<file path="config.mk">
export PLATFORM = sky130hd
export DESIGN_NAME = id3v2_frame_text_extractor_top
export DESIGN_NICKNAME = d
export VERILOG_FILES = /design/src/hdl/id3fte_pkg.sv /design/src/hdl/id3v2_frame_text_extractor_top.sv
export SDC_FILE = /design/constraint.sdc
export NUM_CORES = 1
export LEC_CHECK = 0
export ABC_AREA = 1
export BUFFER_PORTS_ARGS = -buffer_cell sky130_fd_sc_hd__buf_4
export CAP_MARGIN = 20
export CORE_MARGIN = 2
export CORE_UTILIZATION = 40
export DETAILED_ROUTE_END_ITERATION = 6
export HOLD_SLACK_MARGIN = 0.03
export SLEW_MARGIN = 20
export SYNTH_ARGS = -nofsm -noshare
export SYNTH_HDL_FRONTEND = slang
export SYNTH_SLANG_ARGS = --single-unit
</file>
<file path="constraint.sdc">
create_clock -name clk -period 2.8 [get_ports clk]
set_input_delay 0.14 -clock clk [delete_from_list [all_inputs] [get_ports clk]]
set_output_delay 0.14 -clock clk [all_outputs]
set_load 0.02 [all_outputs]
</file>
<file path="src/hdl/id3fte_pkg.sv">
// shared constants for the tag frame text extractor
package id3fte_pkg;

	// configuration port
	localparam int CFG_REGS = 6;
	localparam int CFG_IDX_W = 3;
	localparam int ID_W = 32;

	// payload field widths
	localparam int BYTE_W = 8;
	localparam int TAG_W = 3;
	localparam int FIN_W = 2;
	localparam int POS_W = 4;
	localparam int LEN_W = 32;

	// parameter defaults
	localparam int HEADER_BYTES_DEF = 10;
	localparam int NUM_IDS_DEF = 6;
	localparam int MAX_IDS = 8;

	// frame header layout
	localparam logic [POS_W-1:0] ID_LAST_POS = POS_W'(3);
	localparam logic [POS_W-1:0] SIZE_LAST_POS = POS_W'(3);
	localparam logic [POS_W-1:0] FLAGS_LAST_POS = POS_W'(1);

	// wanted frame id values after reset
	localparam logic [ID_W-1:0] ID_RESET [CFG_REGS] = '{
		32'h5449_5432, // TIT2
		32'h5441_4C42, // TALB
		32'h5459_4552, // TYER
		32'h5443_4F4E, // TCON
		32'h434F_4D4D, // COMM
		32'h5450_4531  // TPE1
	};

	// text encoding codes
	localparam logic [BYTE_W-1:0] ENC_LATIN1 = 8'd0;
	localparam logic [BYTE_W-1:0] ENC_UTF16 = 8'd1;
	localparam logic [BYTE_W-1:0] ENC_UTF8 = 8'd3;

	// finish status codes
	localparam logic [FIN_W-1:0] FIN_RUN = 2'd0;
	localparam logic [FIN_W-1:0] FIN_OK = 2'd1;
	localparam logic [FIN_W-1:0] FIN_FAIL = 2'd2;

	// stream widths
	localparam int S_TDATA_W = 8;
	localparam int M_TDATA_W = 16;
	localparam int M_TUSER_W = 2;

endpackage

</file>
<file path="src/hdl/id3v2_frame_text_extractor_top.sv">
// tag frame text extractor: parses a byte stream and streams text of wanted frames
//
// The block takes an audio file one byte per transaction on the slave stream, with
// tlast on the last byte of the file, skips the HEADER_BYTES file header and then
// walks the frames (4-byte id, 4-byte big-endian size, 2 flag bytes, payload). A
// frame whose id equals one of the NUM_IDS wanted ids (registers 0..5 of the
// configuration port, lowest slot wins) is announced with frame_start and its tag
// index, and its text characters follow one per transaction: encodings 0 and 3
// give the bytes after the encoding byte up to the first zero, encoding 1 gives
// the bytes at payload offsets 3, 5, 7 and so on. tlast on the master side marks
// the last payload byte of a wanted frame. finished reports success (1) or
// failure (2) once; after it the block drops bytes until the end of the file and
// then rearms. Bytes that produce nothing cause no master transaction. Throughput
// is one byte per clock cycle unless the output stalls, set by the single per-byte
// update of the parse state. A taken byte sits in the input register and its result
// is then offered from the result register. There is no clearing pass after reset.
// The user must write configuration only while idle; the block does not enforce it.
module id3v2_frame_text_extractor_top
	import id3fte_pkg::*;
#(
	parameter int HEADER_BYTES = HEADER_BYTES_DEF,
	parameter int NUM_IDS = NUM_IDS_DEF
) (
	input  logic                  clk,
	input  logic                  arst_n,
	// configuration write port
	input  logic                  cfg_we,
	input  logic [CFG_IDX_W-1:0]  cfg_index,
	input  logic [ID_W-1:0]       cfg_data,
	// file bytes in
	input  logic                  s_axis_tvalid,
	output logic                  s_axis_tready,
	input  logic [S_TDATA_W-1:0]  s_axis_tdata,  // [7:0] file_byte
	input  logic                  s_axis_tlast,  // end_of_file
	// results out
	output logic                  m_axis_tvalid,
	input  logic                  m_axis_tready,
	output logic [M_TDATA_W-1:0]  m_axis_tdata,  // [2:0] tag_index, [10:3] char_value,
	                                             // [12:11] finished, [15:13] zero
	output logic [M_TUSER_W-1:0]  m_axis_tuser,  // [0] frame_start, [1] char_valid
	output logic                  m_axis_tlast   // frame_end
);

	localparam logic [POS_W-1:0] HDR_LAST = POS_W'(HEADER_BYTES);

	typedef enum logic [2:0] {
		PH_HEADER,
		PH_ID,
		PH_SIZE,
		PH_FLAGS,
		PH_TEXT,
		PH_SKIP,
		PH_DONE
	} phase_t;

	// wanted id registers; slots without a register hold zero
	logic [ID_W-1:0] frame_id_q [NUM_IDS];

	for (genvar gi = 0; gi < NUM_IDS; gi++) begin : g_ids
		if (gi < CFG_REGS) begin : g_reg
			always_ff @(posedge clk or negedge arst_n) begin
				if (!arst_n) begin
					frame_id_q[gi] <= ID_RESET[gi];
				end else if (cfg_we && cfg_index == CFG_IDX_W'(gi)) begin
					frame_id_q[gi] <= cfg_data;
				end
			end
		end else begin : g_zero
			assign frame_id_q[gi] = '0;
		end
	end

	// input register
	logic              valid_s1;
	logic [BYTE_W-1:0] byte_s1;
	logic              eof_s1;

	// parse state
	phase_t            phase_q;
	logic [POS_W-1:0]  pos_q;
	logic [ID_W-1:0]   id_shift_q;
	logic [LEN_W-1:0]  length_q;
	logic [LEN_W-1:0]  offset_q;
	logic [BYTE_W-1:0] enc_q;
	logic              stopped_q;
	logic [TAG_W-1:0]  slot_q;

	// result register
	logic              out_valid_q;
	logic              fs_q;
	logic [TAG_W-1:0]  tag_q;
	logic              cv_q;
	logic [BYTE_W-1:0] cval_q;
	logic              fe_q;
	logic [FIN_W-1:0]  fin_q;

	// a byte moves out of the input register when the result slot is free or draining
	logic advance;
	logic in_take;

	assign advance = valid_s1 && (!out_valid_q || m_axis_tready);
	assign s_axis_tready = !valid_s1 || advance;
	assign in_take = s_axis_tvalid && s_axis_tready;

	// id lookup, lowest slot wins
	logic             id_hit;
	logic [TAG_W-1:0] id_slot;

	always_comb begin
		id_hit = 1'b0;
		id_slot = '0;
		for (int i = NUM_IDS - 1; i >= 0; i--) begin
			if (frame_id_q[i] == id_shift_q) begin
				id_hit = 1'b1;
				id_slot = TAG_W'(i);
			end
		end
	end

	// next parse state and result for the byte in the input register
	phase_t            phase_n;
	logic [POS_W-1:0]  pos_n;
	logic [ID_W-1:0]   id_shift_n;
	logic [LEN_W-1:0]  length_n;
	logic [LEN_W-1:0]  offset_n;
	logic [BYTE_W-1:0] enc_n;
	logic              stopped_n;
	logic [TAG_W-1:0]  slot_n;
	logic              fs_n;
	logic              cv_n;
	logic [BYTE_W-1:0] cval_n;
	logic              fe_n;
	logic [FIN_W-1:0]  fin_n;
	logic              about_n;
	logic              has_result;

	always_comb begin
		logic [POS_W-1:0] pos_inc;
		logic [LEN_W-1:0] len_shift;
		logic             last_payload;

		phase_n = phase_q;
		pos_n = pos_q;
		id_shift_n = id_shift_q;
		length_n = length_q;
		offset_n = offset_q;
		enc_n = enc_q;
		stopped_n = stopped_q;
		slot_n = slot_q;
		fs_n = 1'b0;
		cv_n = 1'b0;
		cval_n = '0;
		fe_n = 1'b0;
		fin_n = FIN_RUN;
		about_n = 1'b0;

		pos_inc = pos_q + POS_W'(1);
		len_shift = {length_q[LEN_W-BYTE_W-1:0], byte_s1};
		last_payload = (offset_q + LEN_W'(1) == length_q) || (length_q == '0);

		unique case (phase_q)
			PH_HEADER: begin
				pos_n = pos_inc;
				if (pos_inc >= HDR_LAST) begin
					phase_n = PH_ID;
					pos_n = '0;
				end
				if (eof_s1) fin_n = FIN_OK;
			end
			PH_ID: begin
				if (pos_q == '0 && byte_s1 == '0) begin
					// zero id byte: padding, the tag is over
					fin_n = FIN_OK;
				end else begin
					id_shift_n = {id_shift_q[ID_W-BYTE_W-1:0], byte_s1};
					pos_n = pos_inc;
					if (pos_q == ID_LAST_POS) begin
						pos_n = '0;
						length_n = '0;
						phase_n = PH_SIZE;
					end
					if (eof_s1) fin_n = FIN_OK;
				end
			end
			PH_SIZE: begin
				length_n = len_shift;
				pos_n = pos_inc;
				if (pos_q == SIZE_LAST_POS) begin
					pos_n = '0;
					if (len_shift == '0) begin
						fin_n = FIN_FAIL;
					end else begin
						phase_n = PH_FLAGS;
						if (eof_s1) fin_n = id_hit ? FIN_FAIL : FIN_OK;
					end
				end else if (eof_s1) begin
					fin_n = FIN_FAIL;
				end
			end
			PH_FLAGS: begin
				pos_n = pos_inc;
				if (pos_q == FLAGS_LAST_POS) begin
					pos_n = '0;
					offset_n = '0;
					if (id_hit) begin
						slot_n = id_slot;
						stopped_n = 1'b0;
						enc_n = ENC_LATIN1;
						fs_n = 1'b1;
						about_n = 1'b1;
						phase_n = PH_TEXT;
					end else begin
						phase_n = PH_SKIP;
					end
				end
				if (eof_s1) fin_n = id_hit ? FIN_FAIL : FIN_OK;
			end
			PH_TEXT: begin
				about_n = 1'b1;
				if (offset_q == '0) begin
					enc_n = byte_s1;
				end else if (enc_q == ENC_LATIN1 || enc_q == ENC_UTF8) begin
					if (!stopped_q) begin
						if (byte_s1 == '0) begin
							stopped_n = 1'b1;
						end else begin
							cv_n = 1'b1;
							cval_n = byte_s1;
						end
					end
				end else if (enc_q == ENC_UTF16) begin
					// low byte of each code unit after the byte order mark
					if (offset_q >= LEN_W'(3) && offset_q[0]) begin
						cv_n = 1'b1;
						cval_n = byte_s1;
					end
				end
				if (last_payload) begin
					fe_n = 1'b1;
					phase_n = PH_ID;
					pos_n = '0;
					if (eof_s1) fin_n = FIN_OK;
				end else begin
					offset_n = offset_q + LEN_W'(1);
					if (eof_s1) fin_n = FIN_FAIL;
				end
			end
			PH_SKIP: begin
				if (last_payload) begin
					phase_n = PH_ID;
					pos_n = '0;
				end else begin
					offset_n = offset_q + LEN_W'(1);
				end
				if (eof_s1) fin_n = FIN_OK;
			end
			PH_DONE: begin
				// drop bytes until the end of the file
			end
			default: begin
				phase_n = PH_DONE;
			end
		endcase

		if (fin_n != FIN_RUN) phase_n = PH_DONE;

		// end of file rearms everything
		if (eof_s1) begin
			phase_n = PH_HEADER;
			pos_n = '0;
			id_shift_n = '0;
			length_n = '0;
			offset_n = '0;
			enc_n = '0;
			stopped_n = 1'b0;
			slot_n = '0;
		end

		has_result = fs_n || cv_n || fe_n || (fin_n != FIN_RUN);
	end

	// input register, parse state and result register
	always_ff @(posedge clk or negedge arst_n) begin
		if (!arst_n) begin
			valid_s1 <= 1'b0;
			byte_s1 <= '0;
			eof_s1 <= 1'b0;
			phase_q <= PH_HEADER;
			pos_q <= '0;
			id_shift_q <= '0;
			length_q <= '0;
			offset_q <= '0;
			enc_q <= '0;
			stopped_q <= 1'b0;
			slot_q <= '0;
			out_valid_q <= 1'b0;
			fs_q <= 1'b0;
			tag_q <= '0;
			cv_q <= 1'b0;
			cval_q <= '0;
			fe_q <= 1'b0;
			fin_q <= FIN_RUN;
		end else begin
			if (in_take) begin
				valid_s1 <= 1'b1;
				byte_s1 <= s_axis_tdata;
				eof_s1 <= s_axis_tlast;
			end else if (advance) begin
				valid_s1 <= 1'b0;
			end

			if (advance) begin
				phase_q <= phase_n;
				pos_q <= pos_n;
				id_shift_q <= id_shift_n;
				length_q <= length_n;
				offset_q <= offset_n;
				enc_q <= enc_n;
				stopped_q <= stopped_n;
				slot_q <= slot_n;
				out_valid_q <= has_result;
				fs_q <= fs_n;
				tag_q <= about_n ? slot_n : '0;
				cv_q <= cv_n;
				cval_q <= cval_n;
				fe_q <= fe_n;
				fin_q <= fin_n;
			end else if (m_axis_tready) begin
				out_valid_q <= 1'b0;
			end
		end
	end

	assign m_axis_tvalid = out_valid_q;
	assign m_axis_tdata = {{(M_TDATA_W - TAG_W - BYTE_W - FIN_W){1'b0}}, fin_q, cval_q, tag_q};
	assign m_axis_tuser = {cv_q, fs_q};
	assign m_axis_tlast = fe_q;

	// a finished code is never the unused value
	a_fin_code: assert property (@(posedge clk) disable iff (!arst_n)
		out_valid_q |-> (fin_q == FIN_RUN || fin_q == FIN_OK || fin_q == FIN_FAIL))
		else $error("finished carries an unused code");

	// a frame announcement never carries a character
	a_start_no_char: assert property (@(posedge clk) disable iff (!arst_n)
		(out_valid_q && fs_q) |-> (!cv_q && !fe_q && fin_q != FIN_OK))
		else $error("frame start mixed with text or end");

	// the announced slot is one of the configured ids
	a_tag_range: assert property (@(posedge clk) disable iff (!arst_n)
		(out_valid_q && fs_q) |-> (32'(tag_q) < 32'(NUM_IDS)))
		else $error("tag index beyond the id table");

	// the last byte of a file always rearms the parser
	a_rearm: assert property (@(posedge clk) disable iff (!arst_n)
		(advance && eof_s1) |=> (phase_q == PH_HEADER && pos_q == '0))
		else $error("parser not rearmed after end of file");

endmodule
</file>
### Word-level counts from Yosys, hierarchy flattened

Cells that the tools add are included.

* bits in registers: 334
* input bits: 49
* output and inout bits: 21
* word-level logic and storage cells: 204

* add/subtract/negate cells: 2
* $lt $le $gt $ge: 2
* eq/ne operators: 40
* muxes and demuxes: 92
* reductions and logical operators: 44

Operator list (number)
* 32-bit 2-to-1 mux: 9
* 32-bit == test: 7
* 32-bit one-hot mux with 2 select lines: 2
* 32-bit logical NOT: 3
* 8-bit 2-to-1 mux: 11
* 3-bit 2-to-1 mux: 20
* 32-bit by 1-bit adder with 32-bit output, second input constant: 1
* 32-bit by 2-bit >= comparator with 1-bit output, second input constant: 1
* 1-bit 2-to-1 mux: 32
* 3-bit != test, second input constant: 9
* 4-bit 2-to-1 mux: 6
* 4-bit != test, second input constant: 6
* 4-bit one-hot mux with 5 select lines: 1
* 3-bit one-hot mux with 6 select lines: 1
* 8-bit logical NOT: 2
* 8-bit one-hot mux with 2 select lines: 1
* 3-bit == test, second input constant: 5
* 3-bit by 2-bit == test with 1-bit output, second input constant: 4
* 2-bit 2-to-1 mux: 6
* 4-bit AND reduction: 3
* 1-bit logical AND: 10
* 2-bit one-hot mux with 5 select lines: 1
* 9-bit AND reduction: 1
* 3-bit nonzero test: 3
* 21 further kinds: 35

### Depth between registers and ports, before layout

* depth after elaboration: 15
* mapped depth: 24
* depth with buffers taken out: 24

### Worst setup path before layout

Ideal clock, no wire load.

* kind: reg-to-reg
* start: reg offset_q[0]
* end: reg phase_q[2]
* setup time: 0.117 ns
* data arrival time: 2.427 ns
* data required time: 2.683 ns
* setup slack: 0.255 ns
* stages on the path, launching flop included: 25
* buffers on the path: 0
* clock period less this slack: 2.545 ns
* cells stage by stage: dfrtp_1 > ha_1 > nand2_2 > nor2_4 > nand2_4 > nor2_8 > nand2_1 > nand2_1 > nand2_1 > nand2_1 > nand2_1 > nor2_1 > nand2_1 > nor2_1 > nand3_2 > nand2_2 > nand2_1 > nand2_1 > nand2_2 > nand2_1 > nand2_1 > nand2_2 > nand2_1 > nand2_1 > nand2_1

* word-level cells in the longest chain between the ends: 8
* elaborated cells on any way between the ends: 17
* those cells by class: 1 x add/sub; 9 x eq/ne; 4 x mux; 3 x reduce/logical

Ends and longest elaborated chain
* from (decl): RTL line id3v2_frame_text_extractor_top.sv:83 `logic [LEN_W-1:0] offset_q;`
* from (signal assigned): RTL line id3v2_frame_text_extractor_top.sv:317 `offset_q <= offset_n;`
* 32-bit by 1-bit adder with 32-bit output *: RTL line id3v2_frame_text_extractor_top.sv:159 `last_payload = (offset_q + LEN_W'(1) == length_q) || (length_q == '0);`
* 32-bit == test *: RTL line id3v2_frame_text_extractor_top.sv:159
* 1-bit logical OR *: RTL line id3v2_frame_text_extractor_top.sv:159
* 2-bit 2-to-1 mux: RTL line id3v2_frame_text_extractor_top.sv:238 `if (last_payload) begin`
* 2-bit one-hot mux with 5 select lines: RTL line id3v2_frame_text_extractor_top.sv:161 `unique case (phase_q)`
* 2-bit nonzero test: RTL line id3v2_frame_text_extractor_top.sv:265 `if (fin_n != FIN_RUN) phase_n = PH_DONE;`
* 4-bit != test (no line), or another cell as far along
* 9-bit AND reduction (no line) / 3-bit 2-to-1 mux (equally long branches)
* to (signal assigned): RTL line id3v2_frame_text_extractor_top.sv:313 `phase_q <= phase_n;`
* to (decl): RTL line id3v2_frame_text_extractor_top.sv:79 `phase_t phase_q;`

Mark *: on every way between the ends. The rest lies on a longest branch, timed or not.
A chain may end at the register's enable or synchronous reset.

### Worst setup path in the final report

* start: reg offset_q[1]
* end: reg offset_q[23]

* word-level cells in the longest chain between the ends: 5
* elaborated cells on any way between the ends: 8
* those cells by class: 1 x add/sub; 2 x eq/ne; 3 x mux; 2 x reduce/logical

Ends and longest elaborated chain (RTL line)
* 32-bit by 1-bit adder with 32-bit output *: id3v2_frame_text_extractor_top.sv:159, id3v2_frame_text_extractor_top.sv:244, id3v2_frame_text_extractor_top.sv:253
* 32-bit == test: id3v2_frame_text_extractor_top.sv:159
* 1-bit logical OR: id3v2_frame_text_extractor_top.sv:159
* 3-bit != test (no line)
* 4-bit AND reduction (no line)

Mark *: on every way between the ends. The rest lies on a longest branch, timed or not. The select of a mux whose other input is x is not followed.

==> impl_metrics.yaml <==
run_status:
  status: "finished, violations left"
  violations: "negative setup slack"
sta:
  final-hold-violation-count: 0
  period_needed_ps: 2830
  relSlewSlack_pct: 45.2
  setup_slack_ps: -25.9
  finalClockSkew_ps: 32.1
  worstMarginPinSlew_ps: 823
  fin_crit_sh_pct: 101
  rsz0062_at_grt: "yes"
  tns_ps: -115
  clock.fmax_mhz: 354
  setup_viol: 10
  maxSlewViolCount: 0
clocking:
  cts-root-buf: "clkbuf_16"
  cts_tree: "built"
  insertion_delay_ps: 570
  path_clk_slew_ps: 60
  htree_levels: 2
  cts_buffers: 38
  clk_path_buf_depth: 3
  cts.sinks: 334
drt:
  vias: 14900
  vias_per_cell: 5.06
  drt_iter0_drc: 1233
  routed_wirelength_um: 48600
  avgRoutedWirePerCell_um: 16.5
  route.detailed.drc: 0
  first_pass_iters: 7
  ant_nets: 0
finish:
  final_cell_mix: "489 x nand2_1, 272 x o21ai_0, 239 x dfrtp_1"
  fin_nets: 2392
  multiInputGateArea_sq_um: 7950
  seq_area_sq_um: 8480
  diodes: 0
  fillers: 4125
  drive_gt1_share_pct: 19.2
  layout_commonest_cell: "nand2_1"
  syn2layout_area_growth_pct: 23.6
logic_synthesis:
  synth_area_sq_um: 17300
  postSynthAreaPerCell_sq_um: 8.02
  synth.area.top_cells: "dfrtp_1 37%, dfstp_2 12%, nand2_1 11%"
  ys_seq_area_share_pct: 48.9
  synth.distinct_cells: 43
  ys_ff_latch: 334
  ys_warn_count: 0
  synth_top_area_cell: "dfrtp_1"
  synth_top_area_share_pct: 37.2
  syn_inst: 2157
grt:
  antenna_found_initial: 0
  grt_start_max_net_pins: 92
  grt_usage_pct: 21.5
  grt_pass1_wl_um: 76800
  grt-ovfl-total: 0
  grt_pass1_vias: 14300
floorplanning:
  floorplan.initialDensity_pct: 40.3
  core_sq_um: 42900
  io-pin-count: 70
  die_w_um: 212
  fp.dieArea_sq_um: 44900
  rows: 76
  die_h_um: 212
place:
  hpwlAfterDp_um: 32800
  portBuffers: 66
  place_congestion: 0.904
flow_run:
  cap_violations: 0
worst_setup_path:
  crit_path_max_fanout: 9
  startpoint_type: "register"
  cp.required_ps: 3250
  cp.arrival_ps: 3270
  end_kind: "register"
  crit_type: "register to register"
power_and_ir_drop:
  peakVddDrop_mv: 0.364
  total_power_w: 0.0161
  power.leakage_nw: 10.3
  p_per_area_nw_per_um2: 753
hold_path:
  hold_path_class: "primary input to asynchronous set/reset pin"
metrics by stage:
step / setup slack (ps) / instances / instance area [sq um] / utilization, % / hold slack [ps]
floorplan: 255 / 2159 / 17300 / - / -156
global placement: -57.5 / 2811 / 19000 / 44.4 / 230
detailed placement: -137 / 2811 / 19000 / 44.4 / 246
CTS: -41.0 / 2928 / 20800 / 48.5 / 212
global route: -200 / 2952 / 21400 / 49.9 / 255
finish: -25.9 / 2952 / 21400 / 49.9 / 169
path summary, 6_finish.rpt:
kind | depth (start not counted) | slack [ps] | end | startpoint
max | 21 | -30 | offset_q[23] | offset_q[1]
min | 2 | 170 | length_q[24] | arst_n
max reg2reg | 21 | -30 | offset_q[23] | offset_q[1]
min reg2reg | 2 | 480 | slot_q[0] | slot_q[0]
max in group asynchronous | 3 | 1720 | frame_id_q[142] | arst_n
min in group clk | 3 | 220 | valid_s1 | s_axis_tvalid
state kept, by name, indices dropped and copies added, names as in the netlist:
| register | cells |
|---|---|
| byte_s1 | 8 |
| cv_q | 1 |
| m_axis_tlast | 1 |
| stopped_q | 1 |
| valid_s1 | 1 |
| length_q | 32 |
| offset_q | 32 |
| phase_q | 3 |
| eof_s1 | 1 |
| frame_id_q | 192 |
| tag_q | 3 |
| pos_q | 4 |
| slot_q | 3 |
| enc_q | 8 |
| m_axis_tvalid | 1 |
| fin_q | 2 |
| fs_q | 1 |
| id_shift_q | 32 |
| cval_q | 8 |
where the power goes:
group / total (W) / switching, W / leakage (nW) / internal (W)
clock network: 0.00515 / 0.00213 / 0.628 / 0.00301
registers: 0.00645 / 0.000722 / 4.16 / 0.00573
logic: 0.00450 / 0.00262 / 5.49 / 0.00188
total: 0.0161 / 0.00547 / 10.3 / 0.0106
layout make-up:
| cell class | count | area share, % |
|---|---|---|
| Sequential cell | 334 | 39.6 |
| Timing Repair Buffer | 245 | 10.3 |
| Multi-Input combinational cell | 1522 | 37.2 |
| Clock buffer | 52 | 5.06 |
| Inverter | 197 | 3.48 |
| Clock inverter | 17 | 0.924 |
| Tap cell | 585 | 3.42 |
repair_timing:
action	CTS	global route
hold endpoints to repair	265	0
gates resized for setup	11	100
pin swaps	12	39
buffers inserted	5	15
setup endpoints to repair	20	57
cloned	0	9
hold buffers	43	0
Yosys cell counts (all sizes together):
cell and count:
nand2 515, o21ai 303, dfrtp 257, nor2 201, inv 195, nand3 158, xor2 126, clkbuf 83
dfstp 77, nand4 61, xnor2 44, a21oi 28, buf 23, nor3 21, o22ai 18, or2 14
nor4 10, ha 5, clkinv 2, nand3b 2, o31ai 2, a211o 1, a211oi 1, a221oi 1
a31oi 1, conb 1, nor3b 1, o2111a 1, o2111ai 1, o211ai 1, o21a 1, or3 1
xnor3 1
per-layer routing:
layer  global-route usage (%)  part of all wire (%)  vias to the layer above
met5                        0                     0                        -
met4                     6.07                   2.3                        0
met3                     2.66                   4.5                       56
met2                     35.4                    47                      363
met1                     29.9                    46                     7183
li1                         -                     -                     7341
cells by family (layout without fill, tap and decap cells):
family | after synthesis | after routing | share of synthesized area [%]
simple gates | 984 | 984 | 24.4
buf+inv | 303 | 511 | 6.81
xor+xnor | 171 | 171 | 8.74
flops | 334 | 334 | 48.9
other cells | 1 | 3 | 0.0217
fa+ha+maj | 5 | 5 | 0.362
compound gates | 359 | 359 | 10.8
worst max-delay path, cell delays in order (launching register included):
cell and delay [ps]:
dfrtp_1 390, ha_2 210, nand2_2 80, nor2_4 110, buf_12 150, nand2_8 70
nor2_8 160, buf_4 140, nand2_1 50, nand2_1 60, nand3_1 70, nand2_1 70
nor2_1 30, nand2_1 110, nor2_4 50, nand3_4 100, nand2_4 70, a211oi_4 220
buf_8 210, buf_6 150, clkbuf_16 150, o21ai_0 70
(Power assumes the default switching activity.)
